==> src/htfd_pkg.sv <==
// Shared constants, codes and helper functions for the humidity/temperature frame decoder.
`timescale 1ns / 1ps
`default_nettype none

package htfd_pkg;

    // CRC-8 settings: polynomial x^8 + x^5 + x^4 + 1, MSB first, no final XOR
    localparam logic [7:0] CRC_POLY = 8'h31;
    localparam logic [7:0] CRC_INIT = 8'hFF;

    // byte positions within one six-byte frame
    localparam logic [2:0] POS_T_MSB = 3'd0;
    localparam logic [2:0] POS_T_LSB = 3'd1;
    localparam logic [2:0] POS_T_CRC = 3'd2;
    localparam logic [2:0] POS_H_MSB = 3'd3;
    localparam logic [2:0] POS_H_LSB = 3'd4;
    localparam logic [2:0] POS_H_CRC = 3'd5;

    // result status codes
    typedef enum logic [1:0] {
        ST_OK       = 2'd0,
        ST_TEMP_CRC = 2'd1,
        ST_HUM_CRC  = 2'd2
    } t_status;

    // conversion scales: value = floor(scale * raw / 65535) - offset
    localparam logic [14:0] T_SCALE  = 15'd17500;
    localparam logic [14:0] T_OFFSET = 15'd4500;
    localparam logic [13:0] H_SCALE  = 14'd12500;
    localparam logic [13:0] H_OFFSET = 14'd600;
    localparam logic [13:0] H_MAX    = 14'd10000;

    // field widths of a result
    localparam int TEMP_W = 15;
    localparam int HUM_W  = 14;
    localparam int RAW_W  = 16;
    localparam int PROD_W = 31;

    // one byte through the CRC-8 register, eight bit steps
    function automatic logic [7:0] crc8_byte(input logic [7:0] crc, input logic [7:0] data);
        logic [7:0] c;
        c = crc ^ data;
        for (int k = 0; k < 8; k++) begin
            if (c[7]) begin
                c = {c[6:0], 1'b0} ^ CRC_POLY;
            end else begin
                c = {c[6:0], 1'b0};
            end
        end
        return c;
    endfunction

    // floor(x / 65535) for x below 2^31: x = q0*65536 + lo, so
    // x - q0*65535 = lo + q0, which stays below twice the divisor
    function automatic logic [14:0] div_65535(input logic [PROD_W-1:0] x);
        logic [14:0] q0;
        logic [16:0] rem;
        q0  = x[30:16];
        rem = {1'b0, x[15:0]} + {2'b00, q0};
        return q0 + ((rem >= 17'd65535) ? 15'd1 : 15'd0);
    endfunction

endpackage

`default_nettype wire

==> src/humidity_temp_frame_decoder_top.sv <==
// Top level of the humidity/temperature frame decoder: byte framing, CRC check and conversion.
//
//  channel  | dir | beat contents
//  ---------+-----+------------------------------------------------------------
//  s_axis   | in  | tdata[7:0] frame byte; tuser[0] frame start
//  m_axis   | out | tdata temperature, humidity, raw words; tuser[1:0] status
//
// One byte beat can be taken every cycle while the input is not stalled. The sixth
// byte of a frame loads a result stage; the converted result then moves into the
// output register, which drives the result beat.
// Reset (synchronous, active low) clears the byte position, the CRC and the
// stage valid flags. A stalled output holds its beat; input stalls only when
// both the result stage and the output register are full and the output is stalled.
`timescale 1ns / 1ps
`default_nettype none

module humidity_temp_frame_decoder_top (
    input  wire logic        i_clk,
    input  wire logic        i_rst_n,
    input  wire logic        s_axis_tvalid,
    output logic             s_axis_tready,
    input  wire logic [7:0]  s_axis_tdata,  // [7:0] frame_byte
    input  wire logic        s_axis_tuser,  // [0] frame_start
    output logic             m_axis_tvalid,
    input  wire logic        m_axis_tready,
    output logic [63:0]      m_axis_tdata,  // [14:0] temperature_centi, [28:15] humidity_centi,
                                            // [44:29] temperature_raw, [60:45] humidity_raw,
                                            // [63:61] zero
    output logic [1:0]       m_axis_tuser   // [1:0] status
);

    // frame state
    logic [2:0]  r_pos, n_pos;
    logic [7:0]  r_crc, n_crc;
    logic [15:0] r_temp_word, n_temp_word;
    logic [15:0] r_hum_word, n_hum_word;
    logic        r_temp_bad, n_temp_bad;

    // result stage between framing and conversion
    logic        r_a_valid;
    logic [1:0]  r_a_status, n_a_status;
    logic [15:0] r_a_traw;
    logic [15:0] r_a_hraw;

    // output register
    logic        r_o_valid;
    logic [1:0]  r_o_status;
    logic [htfd_pkg::TEMP_W-1:0] r_o_temp;
    logic [htfd_pkg::HUM_W-1:0]  r_o_hum;
    logic [15:0] r_o_traw;
    logic [15:0] r_o_hraw;

    logic        w_in_beat;
    logic        w_out_free;
    logic        w_a_free;
    logic        w_frame_done;
    logic [2:0]  w_pos;
    logic [7:0]  w_crc_base;
    logic [7:0]  w_crc_upd;

    logic [htfd_pkg::PROD_W-1:0] w_t_prod;
    logic [htfd_pkg::PROD_W-1:0] w_h_prod;
    logic [14:0] w_t_quot;
    logic [14:0] w_h_quot_full;
    logic [13:0] w_h_quot;
    logic [htfd_pkg::TEMP_W-1:0] w_temp;
    logic [htfd_pkg::HUM_W-1:0]  w_hum;

    // flow control
    assign w_out_free    = !r_o_valid || m_axis_tready;
    assign w_a_free      = !r_a_valid || w_out_free;
    assign s_axis_tready = w_a_free;
    assign w_in_beat     = s_axis_tvalid && s_axis_tready;

    // effective position: frame start or an unused code restarts the frame
    assign w_pos = (s_axis_tuser || (r_pos > htfd_pkg::POS_H_CRC)) ? htfd_pkg::POS_T_MSB : r_pos;
    assign w_crc_base = ((w_pos == htfd_pkg::POS_T_MSB) || (w_pos == htfd_pkg::POS_H_MSB))
                        ? htfd_pkg::CRC_INIT : r_crc;
    assign w_crc_upd  = htfd_pkg::crc8_byte(w_crc_base, s_axis_tdata);

    // per-byte framing
    always_comb begin
        n_pos        = w_pos + 3'd1;
        n_crc        = w_crc_upd;
        n_temp_word  = r_temp_word;
        n_hum_word   = r_hum_word;
        n_temp_bad   = r_temp_bad;
        n_a_status   = htfd_pkg::ST_OK;
        w_frame_done = 1'b0;
        case (w_pos)
            htfd_pkg::POS_T_MSB: begin
                n_temp_word = {s_axis_tdata, 8'h00};
            end
            htfd_pkg::POS_T_LSB: begin
                n_temp_word = {r_temp_word[15:8], s_axis_tdata};
            end
            htfd_pkg::POS_T_CRC: begin
                n_crc      = r_crc;
                n_temp_bad = (r_crc != s_axis_tdata);
            end
            htfd_pkg::POS_H_MSB: begin
                n_hum_word = {s_axis_tdata, 8'h00};
            end
            htfd_pkg::POS_H_LSB: begin
                n_hum_word = {r_hum_word[15:8], s_axis_tdata};
            end
            default: begin
                // humidity CRC byte closes the frame
                w_frame_done = 1'b1;
                n_pos        = htfd_pkg::POS_T_MSB;
                n_crc        = htfd_pkg::CRC_INIT;
                n_temp_bad   = 1'b0;
                if (r_temp_bad) begin
                    n_a_status = htfd_pkg::ST_TEMP_CRC;
                end else if (r_crc != s_axis_tdata) begin
                    n_a_status = htfd_pkg::ST_HUM_CRC;
                end else begin
                    n_a_status = htfd_pkg::ST_OK;
                end
            end
        endcase
    end

    // frame state registers
    always_ff @(posedge i_clk) begin
        if (!i_rst_n) begin
            r_pos      <= htfd_pkg::POS_T_MSB;
            r_crc      <= htfd_pkg::CRC_INIT;
            r_temp_bad <= 1'b0;
        end else if (w_in_beat) begin
            r_pos      <= n_pos;
            r_crc      <= n_crc;
            r_temp_bad <= n_temp_bad;
        end
    end

    always_ff @(posedge i_clk) begin
        if (w_in_beat) begin
            r_temp_word <= n_temp_word;
            r_hum_word  <= n_hum_word;
        end
    end

    // result stage
    always_ff @(posedge i_clk) begin
        if (!i_rst_n) begin
            r_a_valid <= 1'b0;
        end else if (w_a_free) begin
            r_a_valid <= w_in_beat && w_frame_done;
        end
    end

    always_ff @(posedge i_clk) begin
        if (w_a_free && w_in_beat && w_frame_done) begin
            r_a_status <= n_a_status;
            r_a_traw   <= r_temp_word;
            r_a_hraw   <= r_hum_word;
        end
    end

    // conversion: constant multiply, divide by 65535, offset and clamp; a CRC error zeroes both values
    assign w_t_prod      = htfd_pkg::PROD_W'(htfd_pkg::T_SCALE) * htfd_pkg::PROD_W'(r_a_traw);
    assign w_h_prod      = htfd_pkg::PROD_W'(htfd_pkg::H_SCALE) * htfd_pkg::PROD_W'(r_a_hraw);
    assign w_t_quot      = htfd_pkg::div_65535(w_t_prod);
    assign w_h_quot_full = htfd_pkg::div_65535(w_h_prod);
    assign w_h_quot      = w_h_quot_full[13:0];

    always_comb begin
        w_temp = w_t_quot - htfd_pkg::T_OFFSET;
        if (w_h_quot < htfd_pkg::H_OFFSET) begin
            w_hum = '0;
        end else if (w_h_quot > (htfd_pkg::H_MAX + htfd_pkg::H_OFFSET)) begin
            w_hum = htfd_pkg::H_MAX;
        end else begin
            w_hum = w_h_quot - htfd_pkg::H_OFFSET;
        end
        if (r_a_status != htfd_pkg::ST_OK) begin
            w_temp = '0;
            w_hum  = '0;
        end
    end

    // output register
    always_ff @(posedge i_clk) begin
        if (!i_rst_n) begin
            r_o_valid <= 1'b0;
        end else if (w_out_free) begin
            r_o_valid <= r_a_valid;
        end
    end

    always_ff @(posedge i_clk) begin
        if (w_out_free && r_a_valid) begin
            r_o_status <= r_a_status;
            r_o_temp   <= w_temp;
            r_o_hum    <= w_hum;
            r_o_traw   <= r_a_traw;
            r_o_hraw   <= r_a_hraw;
        end
    end

    assign m_axis_tvalid = r_o_valid;
    assign m_axis_tuser  = r_o_status;
    assign m_axis_tdata  = {3'b000, r_o_hraw, r_o_traw, r_o_hum, r_o_temp};

endmodule

`default_nettype wire

==> config.mk <==
export PLATFORM = sky130hd
export DESIGN_NAME = humidity_temp_frame_decoder_top
export DESIGN_NICKNAME = d
export VERILOG_FILES = /design/src/htfd_pkg.sv /design/src/humidity_temp_frame_decoder_top.sv
export SDC_FILE = /design/constraint.sdc
export NUM_CORES = 1
export LEC_CHECK = 0
export ABC_AREA = 1
export BUFFER_PORTS_ARGS = -buffer_cell sky130_fd_sc_hd__buf_2
export CORE_MARGIN = 2
export CORE_UTILIZATION = 44
export DETAILED_ROUTE_END_ITERATION = 16
export GPL_TIMING_DRIVEN = 0
export SYNTH_ARGS = -nofsm -noshare
export SYNTH_HDL_FRONTEND = slang
export SYNTH_SLANG_ARGS = --single-unit
==> constraint.sdc <==
create_clock -name i_clk -period 20.6 [get_ports i_clk]
set_input_delay 2.06 -clock i_clk [delete_from_list [all_inputs] [get_ports i_clk]]
set_output_delay 2.06 -clock i_clk [all_outputs]
set_load 0.01 [all_outputs]
Yosys cells after proc, flatten, opt, wreduce, memory -nomap -nowiden
Index checks and enable logic that the tools add are counted.
- register bits: 143
- output and inout bits: 68
- word-level logic and storage cells: 98
- $add $sub $neg: 7
- $mul: 2
- $lt $le $gt $ge: 5
- equality and inequality tests: 5
- mux-type cells: 21
- bitwise logic cells: 13
- reduce and logical (&&, ||, !) cells: 26
- operators by type and width (operator ; count):
    $pmux W16 S2 ; 2
    $mux W6 ; 8
    $ge A17 B16 Y1 const B ; 2
    $mul A13 B16 Y29 const A ; 1
    $mul A12 B16 Y28 const A ; 1
    $not A3 Y3 ; 8
    $add A16 B14 Y17 ; 1
    $add A16 B15 Y17 ; 1
    $pmux W8 S2 ; 1
    $add A15 B1 Y15 ; 1
    $sub A15 B13 Y15 const B ; 1
    $add A14 B1 Y14 ; 1
    $gt A14 B14 Y1 const B ; 1
    $lt A14 B10 Y1 const B ; 1
    $mux W14 ; 1
    $sub A14 B10 Y14 const B ; 1
    $mux W8 ; 1
    $ne A8 B8 Y1 ; 1
    $reduce_and A2 Y1 ; 4
    $xor A8 B8 Y8 ; 1
    $eq A3 B2 Y1 const B ; 2
    $mux W3 ; 2
    $reduce_and A3 Y1 ; 2
    $reduce_bool A2 Y1 ; 3
    other kinds (17) ; 31

Logic depth before layout (Yosys ltp)
Gate-level depths: netlist of the first run.
- depth after elaboration: 24
- mapped depth: 54

Least setup slack after synthesis of the first run
No wires, ideal clock.
- kind: flip-flop to flip-flop
- start: register r_a_hraw[2]
- end: register r_o_hum[11] (netlist name), data pin
- setup time: 0.254 ns
- arrival time: 7.221 ns
- slack: 13.125 ns
- stages on the path, launching flop included: 54
- cell sequence: edfxtp_1 ha_1 xor2_1 xor2_1 inv_1 ha_1 a31o_2 fa_1 inv_1 fa_1 inv_1 ha_1 nand2_1 inv_2 nand2_2 inv_1 nand2_2 nand3_2 [... 18 more ...] nand2_1 nand2_1 ha_1 ha_1 inv_1 nor2_4 nand2_1 nand2_1 inv_2 ha_1 o21ai_2 nand2_1 nand2_1 nand2_1 nand2_1 nand2_1 inv_1 nor2_2
- longest elaborated chain between the ends: 7
- elaborated cells on any way between the ends: 9
- classes of those cells: 3 x add/sub; 1 x mul; 3 x order compare; 1 x mux; 1 x reduce/logical
- ends and longest elaborated chain (what ; RTL line ; text):
    start, declared ; humidity_temp_frame_decoder_top.sv:43 ; logic [15:0] r_a_hraw;
    start signal, assigned ; humidity_temp_frame_decoder_top.sv:157 ; r_a_hraw <= r_hum_word;
    $mul A12 B16 Y28 * ; humidity_temp_frame_decoder_top.sv:163 ; assign w_h_prod = htfd_pkg::PROD_W'(htfd_pkg::H_SCALE) * htfd_pkg::PROD_W'(r_a_hraw);
    $add A16 B14 Y17 ; htfd_pkg.sv:59 ; rem = {1'b0, x[15:0]} + {2'b00, q0};
    $ge A17 B16 Y1 ; htfd_pkg.sv:60 ; return q0 + ((rem >= 17'd65535) ? 15'd1 : 15'd0);
    $mux W1 ; htfd_pkg.sv:60 ;
    $add A14 B1 Y14 * ; htfd_pkg.sv:60 ;
    $lt A14 B10 Y1 or $gt A14 B14 Y1 (tied branches) ; humidity_temp_frame_decoder_top.sv:170, humidity_temp_frame_decoder_top.sv:172 ;
    $reduce_or A3 Y1 (no line) ; -- ;
    end signal, assigned ; humidity_temp_frame_decoder_top.sv:196 ; r_o_hum <= w_hum;
    end, declared ; humidity_temp_frame_decoder_top.sv:49 ; logic [htfd_pkg::HUM_W-1:0] r_o_hum;
Mark *: on every way between the ends. The rest lies on a longest branch, timed or not.
A chain may end at the register's enable or synchronous reset.

Worst setup path in the final report of the first run
Ends and elaborated chain as after synthesis.

==> results of run 1 <==
sequential cells by signal (all words and copies together), names as in the netlist, 3 cells and up:
register	flops
r_a_traw	16
r_hum_word	16
r_o_hraw	16
r_temp_word	16
r_pos	3
r_crc	8
r_o_temp	15
r_a_hraw	16
r_o_hum	14
r_o_traw	16
area by class of cell:
| cell class | count | area share (%) |
|---|---|---|
| Tap cell | 455 | 3.34 |
| Sequential cell | 143 | 24.4 |
| Antenna cell | 1 | 0.0147 |
| Buffer | 5 | 0.176 |
| Inverter | 417 | 9.18 |
| Clock buffer | 18 | 2.52 |
| Timing Repair Buffer | 80 | 2.61 |
| Multi-Input combinational cell | 1308 | 56.9 |
| Clock inverter | 14 | 0.873 |
power groups by stage:
stage | logic (W) | clock network, W | registers [W]
floorplan | 0.0000270 | 0 | 0.000326
global placement | 0.0000345 | 0 | 0.000327
detailed placement | 0.0000351 | 0 | 0.000327
CTS | 0.0000355 | 0.000318 | 0.000321
global route | 0.0000400 | 0.000332 | 0.000321
finish | 0.0000354 | 0.000312 | 0.000321
worst min path at each step:
stage / startpoint / end / slack [ps] / cells after the start
finish: r_temp_word[3]$_SDFFCE_PN0P_ / r_a_traw[3]$_DFFE_PP_ / 400 / 0
global route: r_temp_word[3]$_SDFFCE_PN0P_ / r_a_traw[3]$_DFFE_PP_ / 430 / 0
CTS: r_temp_word[3]$_SDFFCE_PN0P_ / r_a_traw[3]$_DFFE_PP_ / 400 / 0
detailed placement: r_hum_word[1]$_SDFFCE_PN0P_ / r_a_hraw[1]$_DFFE_PP_ / 400 / 0
global placement: r_hum_word[4]$_SDFFCE_PN0P_ / r_a_hraw[4]$_DFFE_PP_ / 400 / 0
floorplan: r_hum_word[0]$_SDFFCE_PN0P_ / r_a_hraw[0]$_DFFE_PP_ / 400 / 0
routing by layer:
metal | vias up | part of all wire [%] | GRT usage (%)
met5 | - | 0 | 0
met1 | 5414 | 49 | 27.3
met3 | 21 | 3.7 | 2.96
li1 | 6179 | - | -
met2 | 208 | 46 | 33.0
met4 | 0 | 1.0 | 3.73
kinds of logic after synthesis:
kind of cell	after synthesis
and+or+nand+nor	730
buffers and inverters	422
adders and majority gates	325
AOI/OAI and AO/OA	176
DFF	143
xor gates and xnor gates	74
other	1
synth_stat cells (all sizes together) (14+ instances only):
cell    instances  area share, %
o21ai          47            1.5
xor2           52            3.1
edfxtp        129             25
nor2          167            4.7
ha            242             20
dfxtp          14            1.8
nand4          26            1.1
xnor2          22            1.3
fa             83             11
nand2         412             11
inv           413             10
nor3           14           0.52
a21oi          97            3.3
nand3          90            3.1
critical path, delay by kind of cell, from the launching register on:
kind,cells,cell delay (ps)
xor gates and xnor gates,2,510
DFF,1,580
adders and majority gates,10,3350
AOI/OAI and AO/OA,6,1030
buffers and inverters,7,460
and+or+nand+nor,27,2440
metrics by stage:
stage	instance area (um2)	hold WS (ps)	util (%)	worst slack, ps	total power, W
global route	17100	427	49.4	11050	0.000693
finish	17100	398	49.4	11980	0.000668
detailed placement	16500	405	47.7	11970	0.000362
CTS	17100	401	49.4	11940	0.000675
global placement	16400	402	47.5	12090	0.000362
floorplan	15400	400	-	13120	0.000353
==> reports/results.ini, run 1 <==
[clocking]
htreeDepth = 4
cts.hold.buffers_added = 0
numCtsBuffers = 17
cts.sinks = 143
clkLatencyLatePin_ps = 440
cts_root_buf = clkbuf_16
post_cts_buffers = 0
cts_buffer_depth = 2
ctsResizeCount = 0
path_clk_slew_ps = 80
cts_tree = built

[grt]
grt_max_degree = 33
grt.overflow.total = 0
antenna_found_initial = 0
grt_pass1_vias = 11500
grt_pass1_wl_um = 56900
track_usage_pct = 19.8

[power]
sw_frac_of_total_pct = 24.8
leakagePower_nw = 8.83
power_frac_comb_pct = 5.3
power.density_nw_per_um2 = 39.1
power_frac_seq_pct = 48.0
peakVddDrop_v = 0.0000660
clockPowerShare_pct = 46.7
p_int_w = 0.000502
power_switching_w = 0.000165

[yosys]
synthSimpleGateAreaFrac_pct = 21.5
yosys.area_share.adder_pct = 30.4
syn_avg_cell_area_um2 = 8.25
synthCells = 1871
synthMuxAreaShare_pct = 0
synthXorXnorAreaFrac_pct = 4.37
yosys_warnings = 0
ys_seq_elements = 143
ys_seq_area_share_pct = 26.9
synth_ff_type = edfxtp_1
syn-cell-area_um2 = 15400
synth_top_family_by_area = adder cells
synth_edf_count = 129
async_flop_share_pct = 0
synth-compound-area-share_pct = 6.44
synth_cell_types = 52

[critical_path]
critPathRequiredTime_ps = 20790
r2r-end = r_o_hum[11]$_SDFFCE_PP0P_
crit_top_cell = nand2_1
slowest_delay_ps = 580
endpoint = r_o_hum[11]$_SDFFCE_PP0P_
crit_slowest_cell = edfxtp_1
r2r_cells = 52
crit_path_max_fanout = 7
r2r-start = r_a_hraw[2]$_DFFE_PP_
critPathLaunch = r_a_hraw[2]$_DFFE_PP_
critPathKind = flip-flop to flip-flop
worstPathArrival_ps = 8810
end_kind = flip-flop
critPathLaunchType = flip-flop
r2r_setup_slack_ps = 11980

[routing]
remaining_drc_errors = 0
routed_wl_um = 34400
routedWlPerCell_um = 14.1
drtIter0Drc = 525
postRouteAntennaNets = 0
dr.pass1.iters = 7
avgViaCountPerCell = 4.84
num_vias = 11800

[finish]
area_growth_pct = 10.5
multi_input_area_um2 = 9710
layout.cells.non_filler = 2441
final_common_cell = inv_1
seq_area_um2 = 4150
num-nets-final = 2310
nFillCells = 3374
final_cell_mix = 397 x inv_1, 367 x nand2_1, 242 x ha_1
final_layout_size_suffix_gt1_share_pct = 11.3

[floorplanning]
dieArea_um2 = 36600
initial_core_util_pct = 44.7
die_x_um = 191
fp-row-count = 68
die_y_um = 191
num_io_pins = 81
core_area_um2 = 34500

[sta]
setup_viol = 0
tns_ps = 0
slew_headroom_pct = 23.3
final_hold_viol_count = 0
fmax_mhz = 116
period_share_pct = 41.8
slew_viol_final = 0
finClkSkew_ps = 17.6
tightestPinTransition_ps = 1140
rsz0062_at_grt = false
layout_min_cycle_time_ps = 8620

[placement]
place.gp.congestion = 0.899
dp.cells = 2408
dp_hpwl_um = 28800
port_buffers = 77

[worst_hold_path]
hp-class = flip-flop to flip-flop

[status]
status = complete, no violations

[run]
cap_violations = 0

Power figures use the tool's default switching activity.
==> run 2: changes to the inputs <==
==> constraint.sdc (replaced) <==
create_clock -name i_clk -period 7.1 [get_ports i_clk]
set_input_delay 0.71 -clock i_clk [delete_from_list [all_inputs] [get_ports i_clk]]
set_output_delay 0.71 -clock i_clk [all_outputs]
set_load 0.01 [all_outputs]
==> reports/results.ini, run 2 (synthesis results as in run 1) <==
[status]
status = finished with violations
violations = negative setup slack

[critical_path]
critPathRequiredTime_ps = 7300  ; -13490 ps
r2r_cells = 48  ; -7.7%
r2r-end = r_o_hum[11]$_SDFFCE_PP0P_
r2r-start = r_a_hraw[5]$_DFFE_PP_
critPathKind = flip-flop to flip-flop
crit_slowest_cell = fa_1
end_kind = flip-flop
r2r_setup_slack_ps = -380  ; -12370 ps
slowest_delay_ps = 570  ; about the same
crit_path_max_fanout = 5  ; -2
critPathLaunchType = flip-flop
crit_top_cell = buf_4
worstPathArrival_ps = 7690  ; -1120 ps

[sta]
slew_viol_final = 0  ; unchanged
slew_headroom_pct = 20.8  ; -2.5 points
layout_min_cycle_time_ps = 7480  ; -1130 ps
holdWs_ps = 421  ; +22.2 ps
period_share_pct = 105  ; +64 points
setup_viol = 14  ; +14
worst_slack_ps = -385  ; -12370 ps
rsz0062_at_grt = true
finClkSkew_ps = 13.8  ; -3.78 ps
final_hold_viol_count = 0  ; unchanged
fmax_mhz = 134  ; +15%
tightestPinTransition_ps = 1180  ; +37.9 ps

[clocking]
cts_buffer_depth = 2  ; unchanged
cts.sinks = 143  ; unchanged
clkLatencyLatePin_ps = 440  ; about the same
numCtsBuffers = 17  ; unchanged
cts_tree = built
htreeDepth = 4  ; unchanged
cts.hold.buffers_added = 0  ; unchanged
cts_root_buf = clkbuf_16
path_clk_slew_ps = 70  ; about the same

[floorplanning]
die_x_um = 191  ; unchanged
dieArea_um2 = 36600  ; unchanged
die_y_um = 191  ; unchanged
fp-row-count = 68  ; unchanged
num_io_pins = 81  ; unchanged
core_area_um2 = 34500  ; unchanged
initial_core_util_pct = 44.7  ; unchanged

[grt]
antenna_found_initial = 0  ; unchanged
grt_pass1_wl_um = 59300  ; +4.4%
grt_pass1_vias = 12300  ; +6.6%
grt_max_degree = 32  ; -3.0%
track_usage_pct = 20.6  ; +0.87 points
grt.overflow.total = 0  ; unchanged

[placement]
dp_hpwl_um = 28800  ; about the same
place.gp.congestion = 0.870  ; -3.3%
dp.cells = 2408  ; unchanged
place_ws_ps = -1150  ; -13120 ps
port_buffers = 77  ; unchanged

[routing]
num_vias = 12800  ; +8.1%
postRouteAntennaNets = 0  ; unchanged
dr.pass1.iters = 5  ; -2
routedWlPerCell_um = 14.8  ; +5.2%
avgViaCountPerCell = 4.93  ; +1.8%
remaining_drc_errors = 0  ; unchanged
drtIter0Drc = 572  ; +9.0%
routed_wl_um = 38400  ; +12%

[finish]
area_growth_pct = 28.6
nFillCells = 3061  ; -9.3%
final_layout_size_suffix_gt1_share_pct = 27.9  ; +17 points
layout.cells.non_filler = 2593  ; +6.2%
num-nets-final = 2463  ; +6.6%
final_common_cell = inv_1
seq_area_um2 = 4150  ; unchanged
multi_input_area_um2 = 11300  ; +16%
antennaDiodeCount = 0  ; -1
final_cell_mix = 380 x inv_1, 313 x nand2_1, 184 x ha_1

[power]
power.density_nw_per_um2 = 98.8  ; +150%
peakVddDrop_v = 0.000195  ; +200%
leakagePower_nw = 9.81  ; +11%

[run]
cap_violations = 0  ; unchanged

[worst_hold_path]
min_path_cells = 0  ; unchanged
hp-class = flip-flop to flip-flop
hold_path_end = r_a_traw[10]$_DFFE_PP_
holdCritStartpoint = r_temp_word[10]$_DFFE_PP_

run 2: cell types whose count changed in the layout (fill, tap and decap cells not counted), moves of 16 or more:
cell	change
buf_4	+143
ha_1	-58
nand2_1	-54
ha_4	+53
nand2_2	+38
a21oi_1	-25
a21oi_2	+22
inv_1	-17
nand2_4	+16
nand3_1	-16
run 2: what timing repair did:
item / 4_1_cts / 5_1_grt
endpoints found under the setup margin: 28 / 27
pin swaps: 73 / 112
resized for setup: 127 / 157
buffers inserted: 101 / 52
gates cloned: 1 / 0
endpoints found under the hold margin: 0 / 0
run 2: worst max path at each step:
stage,from,end,slack (ps)
2_1_floorplan,r_a_hraw[5]$_DFFE_PP_,r_o_hum[11]$_SDFFCE_PP0P_,4
3_3_place_gp,r_a_hraw[5]$_DFFE_PP_,r_o_hum[11]$_SDFFCE_PP0P_,-1040
3_5_place_dp,r_a_hraw[5]$_DFFE_PP_,r_o_hum[11]$_SDFFCE_PP0P_,-1150
4_1_cts,r_a_hraw[2]$_DFFE_PP_,r_o_hum[6]$_SDFFCE_PP0P_,-350
5_1_grt,r_a_hraw[10]$_DFFE_PP_,r_o_hum[11]$_SDFFCE_PP0P_,-820
6_report,r_a_hraw[5]$_DFFE_PP_,r_o_hum[11]$_SDFFCE_PP0P_,-380
run 2: where the power goes:
part / leakage, nW / internal (W) / switching [W] / total (W)
combinational: 8.19 / 0.0000406 / 0.0000669 / 0.000108
sequential: 1.33 / 0.000923 / 0.00000732 / 0.000930
clock: 0.294 / 0.000480 / 0.000444 / 0.000923
run 2: cell type report:
class | count | share of cell area, %
clock inverter | 15 | 0.933
sequential | 143 | 20.9
inverter | 417 | 7.95
multi-input combinational | 1309 | 56.8
clock buffer | 17 | 2.14
tap | 455 | 2.87
buffer | 5 | 0.151
timing repair buffer | 232 | 8.25
run 2: worst max-delay path: cells and delay by family (launching register included):
| family | cells | cell delay (ps) |
|---|---|---|
| flip-flops | 1 | 390 |
| AND/OR/NAND/NOR | 13 | 1170 |
| AO/OA/AOI/OAI | 1 | 170 |
| adder cells (fa/ha/maj) | 7 | 2410 |
| XOR/XNOR | 1 | 100 |
| buffers and inverters | 26 | 3020 |
run 2: layer usage:
metal	global-route usage, %	share of wire, %
met5	0	0
met2	35.2	48
met4	6.15	2.2
met1	27.2	47
met3	2.68	3.4
run 2: per-stage QoR:
stage / cell area [um2] / util, % / total power [W] / setup TNS (ps)
3_5_place_dp: 16600 / 48.2 / 0.00105 / -19750
2_1_floorplan: 15600 / - / 0.00103 / 0
6_report: 19800 / 57.5 / 0.00196 / -5190
4_1_cts: 18700 / 54.1 / 0.00197 / -4450
3_3_place_gp: 16600 / 47.9 / 0.00105 / -18080
5_1_grt: 19800 / 57.5 / 0.00202 / -12640
